[src/sv/gn3_pkg.sv]
// gn3_pkg: constants and a helper function for the 3D gradient noise block.
// Used by gn3_corner and gradient_noise_3d_top. No dependencies.
package gn3_pkg;

  localparam int GRADIENT_BITS_DEF   = 8;
  localparam int COORD_FRAC_BITS_DEF = 8;
  localparam int SMOOTH_FRAC         = 16;
  localparam int OUT_FRAC            = 14;
  localparam int COORD_W             = 24;
  localparam int SEED_W              = 32;
  localparam int NOISE_W             = 16;
  localparam int NUM_CORNERS         = 8;
  localparam logic signed [NOISE_W-1:0] NOISE_MAX = 16'sd16384;

  // 13/17/5 xorshift, arithmetic right shift
  function automatic logic [31:0] mix32(input logic [31:0] h_in);
    logic [31:0] h;
    h = h_in;
    h = h ^ (h << 13);
    h = h ^ 32'($signed(h) >>> 17);
    h = h ^ (h << 5);
    return h;
  endfunction

endpackage

[src/sv/gn3_corner.sv]
// gn3_corner: pipelined hash and corner value for one lattice corner.
// Depends on gn3_pkg. Fully pipelined, one item per cycle.
module gn3_corner
  import gn3_pkg::*;
#(
  parameter int GRADIENT_BITS   = GRADIENT_BITS_DEF,
  parameter int COORD_FRAC_BITS = COORD_FRAC_BITS_DEF,
  parameter int VAL_W           = COORD_FRAC_BITS + GRADIENT_BITS + 4
) (
  input  logic                              clk,
  input  logic [31:0]                       seed,
  input  logic [31:0]                       cx,
  input  logic [31:0]                       cy,
  input  logic [31:0]                       cz,
  input  logic signed [COORD_FRAC_BITS:0]   ox,
  input  logic signed [COORD_FRAC_BITS:0]   oy,
  input  logic signed [COORD_FRAC_BITS:0]   oz,
  output logic signed [VAL_W-1:0]           corner_value
);
  localparam int OW = COORD_FRAC_BITS + 1;
  localparam int GW = GRADIENT_BITS + 1;
  localparam logic [GW-1:0] GBIAS = GW'(1) << (GRADIENT_BITS - 1);

  logic [31:0] h_a, h_b, h_c;
  logic [31:0] cy_a, cz_a, cz_b;
  logic [31:0] h1, h2, h3;
  logic signed [OW-1:0] ox_a, oy_a, oz_a, ox_b, oy_b, oz_b, ox_c, oy_c, oz_c;
  logic signed [OW-1:0] ox_d, oy_d, oz_d, ox_e, oy_e, oz_e;
  logic [GRADIENT_BITS-1:0] g1_d, g1_e, g2_e;
  logic signed [GW-1:0] gx, gy, gz;
  logic signed [OW+GW-1:0] px, py, pz;

  // stages 1-3: seed * cx, then * cy, then * cz, one multiply per stage
  always_ff @(posedge clk) begin
    h_a  <= seed * cx;
    cy_a <= cy;
    cz_a <= cz;
    ox_a <= ox; oy_a <= oy; oz_a <= oz;
    h_b  <= h_a * cy_a;
    cz_b <= cz_a;
    ox_b <= ox_a; oy_b <= oy_a; oz_b <= oz_a;
    h_c  <= h_b * cz_b;
    ox_c <= ox_b; oy_c <= oy_b; oz_c <= oz_b;
  end

  assign h1 = mix32(h_c);

  // stage 4: first two mixes; stage 5: third mix
  always_ff @(posedge clk) begin
    h2   <= mix32(h1);
    g1_d <= h1[GRADIENT_BITS-1:0];
    ox_d <= ox_c; oy_d <= oy_c; oz_d <= oz_c;
    h3   <= mix32(h2);
    g1_e <= g1_d;
    g2_e <= h2[GRADIENT_BITS-1:0];
    ox_e <= ox_d; oy_e <= oy_d; oz_e <= oz_d;
  end

  assign gx = $signed({1'b0, g1_e} - GBIAS);
  assign gy = $signed({1'b0, g2_e} - GBIAS);
  assign gz = $signed({1'b0, h3[GRADIENT_BITS-1:0]} - GBIAS);
  assign px = ox_e * gx;
  assign py = oy_e * gy;
  assign pz = oz_e * gz;

  // stage 6: dot product times two
  always_ff @(posedge clk) begin
    corner_value <= VAL_W'((VAL_W'(px) + VAL_W'(py) + VAL_W'(pz)) <<< 1);
  end
endmodule

[config.mk]
export PLATFORM = sky130hd
export DESIGN_NAME = gn3_corner
export DESIGN_NICKNAME = d
export VERILOG_FILES = /design/src/sv/gn3_pkg.sv /design/src/sv/gn3_corner.sv
export SDC_FILE = /design/constraint.sdc
export NUM_CORES = 2
export LEC_CHECK = 0
export ABC_AREA = 1
export BUFFER_PORTS_ARGS = -buffer_cell sky130_fd_sc_hd__buf_2
export CAP_MARGIN = 10
export CORE_ASPECT_RATIO = 0.6
export CORE_MARGIN = 5
export CORE_UTILIZATION = 50
export CTS_CLUSTER_SIZE = 20
export DETAILED_ROUTE_END_ITERATION = 10
export PLACE_DENSITY = 0.64
export REMOVE_ABC_BUFFERS = 1
export SYNTH_ARGS = -nofsm -noshare
export SYNTH_HDL_FRONTEND = slang
export SYNTH_SLANG_ARGS = --single-unit
[constraint.sdc]
create_clock -name clk -period 9.2 [get_ports clk]
set_input_delay 1.84 -clock clk [delete_from_list [all_inputs] [get_ports clk]]
set_output_delay 1.84 -clock clk [all_outputs]
set_load 0.01 [all_outputs]
==> impl_metrics.toml <==
[placed_design]
portBuffers = 174
dpl_worst_slack_ns = 0.632
place_congestion = 0.947
place_hpwl_um = 158000

[clock_tree]
cts_buffers = 42
ctsHoldBuffers = 0
clock-sinks = 398
clk_latency_ns = 0.64
cts.reportedPaths.clkPinSlew_ns = 0.08
post-cts-setup-buffer-count = 0
cts_resized = 0
htreeDepth = 2
cts-root-buf = "clkbuf_16"
max-clock-path-buffers = 3
cts_tree = "done"

[floorplanning]
die_y_um = 298
core_um2 = 137000
die_area_um2 = 146000
fp-row-count = 105
start_util = 0.504
io_pins = 176
die_w_um = 490

[synthesis]
ys.flop_type = "dfxtp_1"
ys_types = 38
synthArstFlopShare = 0
synthTopCellsByCount = "inv_1, nand2_1, fa_1"
synth.most_common_cell = "inv_1"
yosys_warnings = 0
ys_seq_area_frac = 0.115
synth_edf_count = 0
ys_ff_latch = 398
netlist_instances = 8492
yosysTopAreaCellShare = 0.436
syn_area_um2 = 69000
synth_top_cell_by_area = "fa_1"
syn_area_per_cell_um2 = 8.12
synthTopCellsByArea = "fa_1, inv_1, nand2_1, dfxtp_1, ha_1"

[drt]
drcViolationCount = 0
drt-vias-per-instance = 4.91
via_count = 50500
drtIter0Drc = 4237
wl_per_cell_um = 18.3
wl_um = 188000
dr.pass1.iters = 6
drtAntennaViolNets = 0

[layout]
drive_above_1_share = 0.0417
fin_nets = 10600
final_util = 0.532
syn_to_final_growth_pct = 5.65

[worst_setup_path]
crit_path_max_fanout = 14
crit_chain = "buf_2 > buf_4 > nand2_1 > inv_1 > fa_1 > inv_1 > fa_1 > fa_1 > fa_1 > inv_1 > fa_1 > fa_1 > fa_1 > fa_1 > ha_1 > a21oi_1 > o21ai_0 > a221oi_1 > nand2_1 > nand3_1 > nand2_1"
path_class = "primary input to flip-flop"
critPathTopFamily = "adder cells"
start_kind = "primary input"
worstPathBufferInverterCount = 5
endpoint_kind = "flip-flop"
crit_arrival_ns = 8.56
cp_slowest_cell = "fa_1"
cp.required_ns = 9.71
slowest_delay_ns = 0.66
path_common_cell = "fa_1"

[timing]
worst_slack_ns = 1.15
finalSetupViolCount = 0
fin_skew_ns = 0.0404
relSlewSlack = 0.176
hold_viol_final = 0
finalMaxSlewViolations = 0
worst_pin_slew_ns = 1.23
fin_crit_sh = 0.875
tns_ns = 0
min_period_ns = 8.05
clock.fmax_ghz = 0.124
rsz0062_at_grt = "false"

[run]
cap_violations = 0

[run_status]
outcome = "finished clean"

[global_route]
overflow = 0
grt_max_degree = 34
grt_pass1_vias = 53200
grt_usage = 0.267
antenna_found_initial = 9
grt_pass1_wl_um = 301000

[min_path]
hold_path_class = "flip-flop to flip-flop"
## stage by stage
stage / cells / hold slack, ns / area (µm²)
after CTS: 10300 / 0.305 / 72900
final: 10300 / 0.301 / 72900
after global placement: 10200 / 0.310 / 71400
after floorplan: 8128 / 0.310 / 67600
after detailed placement: 10200 / 0.312 / 71400
after global routing: 10300 / 0.314 / 72900
## flip-flops by register name (all words and copies together), names as in the netlist, 19 cells and up
signal and count:
h_a 32, corner_value 19, h_b 32, cz_b 32, h2 20, cz_a 32, h_c 32, cy_a 32
## worst reg2reg max path, delay by kind of cell (launching register included)
| kind | cells | cell delay (ns) |
|---|---|---|
| flops | 1 | 1.04 |
| buf+inv | 7 | 0.42 |
| simple gates | 6 | 0.98 |
| compound gates | 2 | 0.97 |
| fa+ha+maj | 9 | 4.34 |
## cells by family after synthesis
family                     count (synthesis)  share of synthesized area
AOI/OAI and AO/OA                        210                     0.0173
buffers and inverters                   3058                      0.166
DFF                                      398                      0.115
other                                      1                  0.0000544
and+or+nand+nor                         2582                      0.145
adders and majority gates               1961                      0.519
xor gates and xnor gates                 282                     0.0365
## final timing paths
check / cells after the start / end / slack, ns / start
setup / recovery: 21 / h_a[31] / 1.15 / seed[12]
hold / removal: 0 / cz_b[1] / 0.30 / cz_a[1]
setup reg to reg: 24 / h_c[31] / 1.23 / cz_b[7]
hold reg to reg: 0 / cz_b[1] / 0.30 / cz_a[1]
## metal layers
layer,part of all wire,vias to the layer above,global-route usage
met5,0.00012,-,0
met4,0.022,4,0.0535
met3,0.12,198,0.0928
met2,0.38,2085,0.358
met1,0.47,24900,0.414
li1,-,23300,-
## area by class of cell
cell class | count | area (µm²)
fillers | 12800 | 64000
multi-input cells | 5036 | 49500
inverters | 2694 | 10100
flip-flops and latches | 398 | 7970
well taps | 1819 | 2280
repair buffers | 263 | 1550
clock buffers | 49 | 1110
clock inverters | 28 | 320
diodes | 7 | 17.5
## cells in the final DEF, fill, tap and decap left out, types with 3 or more instances in the layout
| master | count |
|---|---|
| or2_2 | 10 |
| diode_2 | 7 |
| nor3_1 | 12 |
| clkinv_2 | 5 |
| fa_1 | 1501 |
| nor2_1 | 93 |
| a21o_1 | 19 |
| ha_1 | 460 |
| a21oi_1 | 105 |
| clkbuf_16 | 42 |
| a211oi_1 | 3 |
| a31oi_1 | 6 |
| buf_4 | 88 |
| o211ai_1 | 4 |
| nand3_1 | 123 |
| nand4_1 | 18 |
| inv_6 | 6 |
| clkbuf_1 | 4 |
| buf_2 | 174 |
| clkinv_4 | 4 |
| nand3b_1 | 21 |
| nor4_1 | 4 |
| dfxtp_1 | 398 |
| clkbuf_8 | 3 |
| o21bai_1 | 9 |
| nand2_1 | 2299 |
| xor2_2 | 3 |
| inv_1 | 2692 |
| xnor2_1 | 127 |
| xor2_1 | 149 |
| clkinvlp_4 | 6 |
| o21ai_0 | 50 |
| a21boi_0 | 4 |
| a221oi_1 | 3 |
| xnor2_2 | 3 |
Power is not shown: default switching activity piles up to over one toggle a cycle in this logic, so the estimate is an artifact.
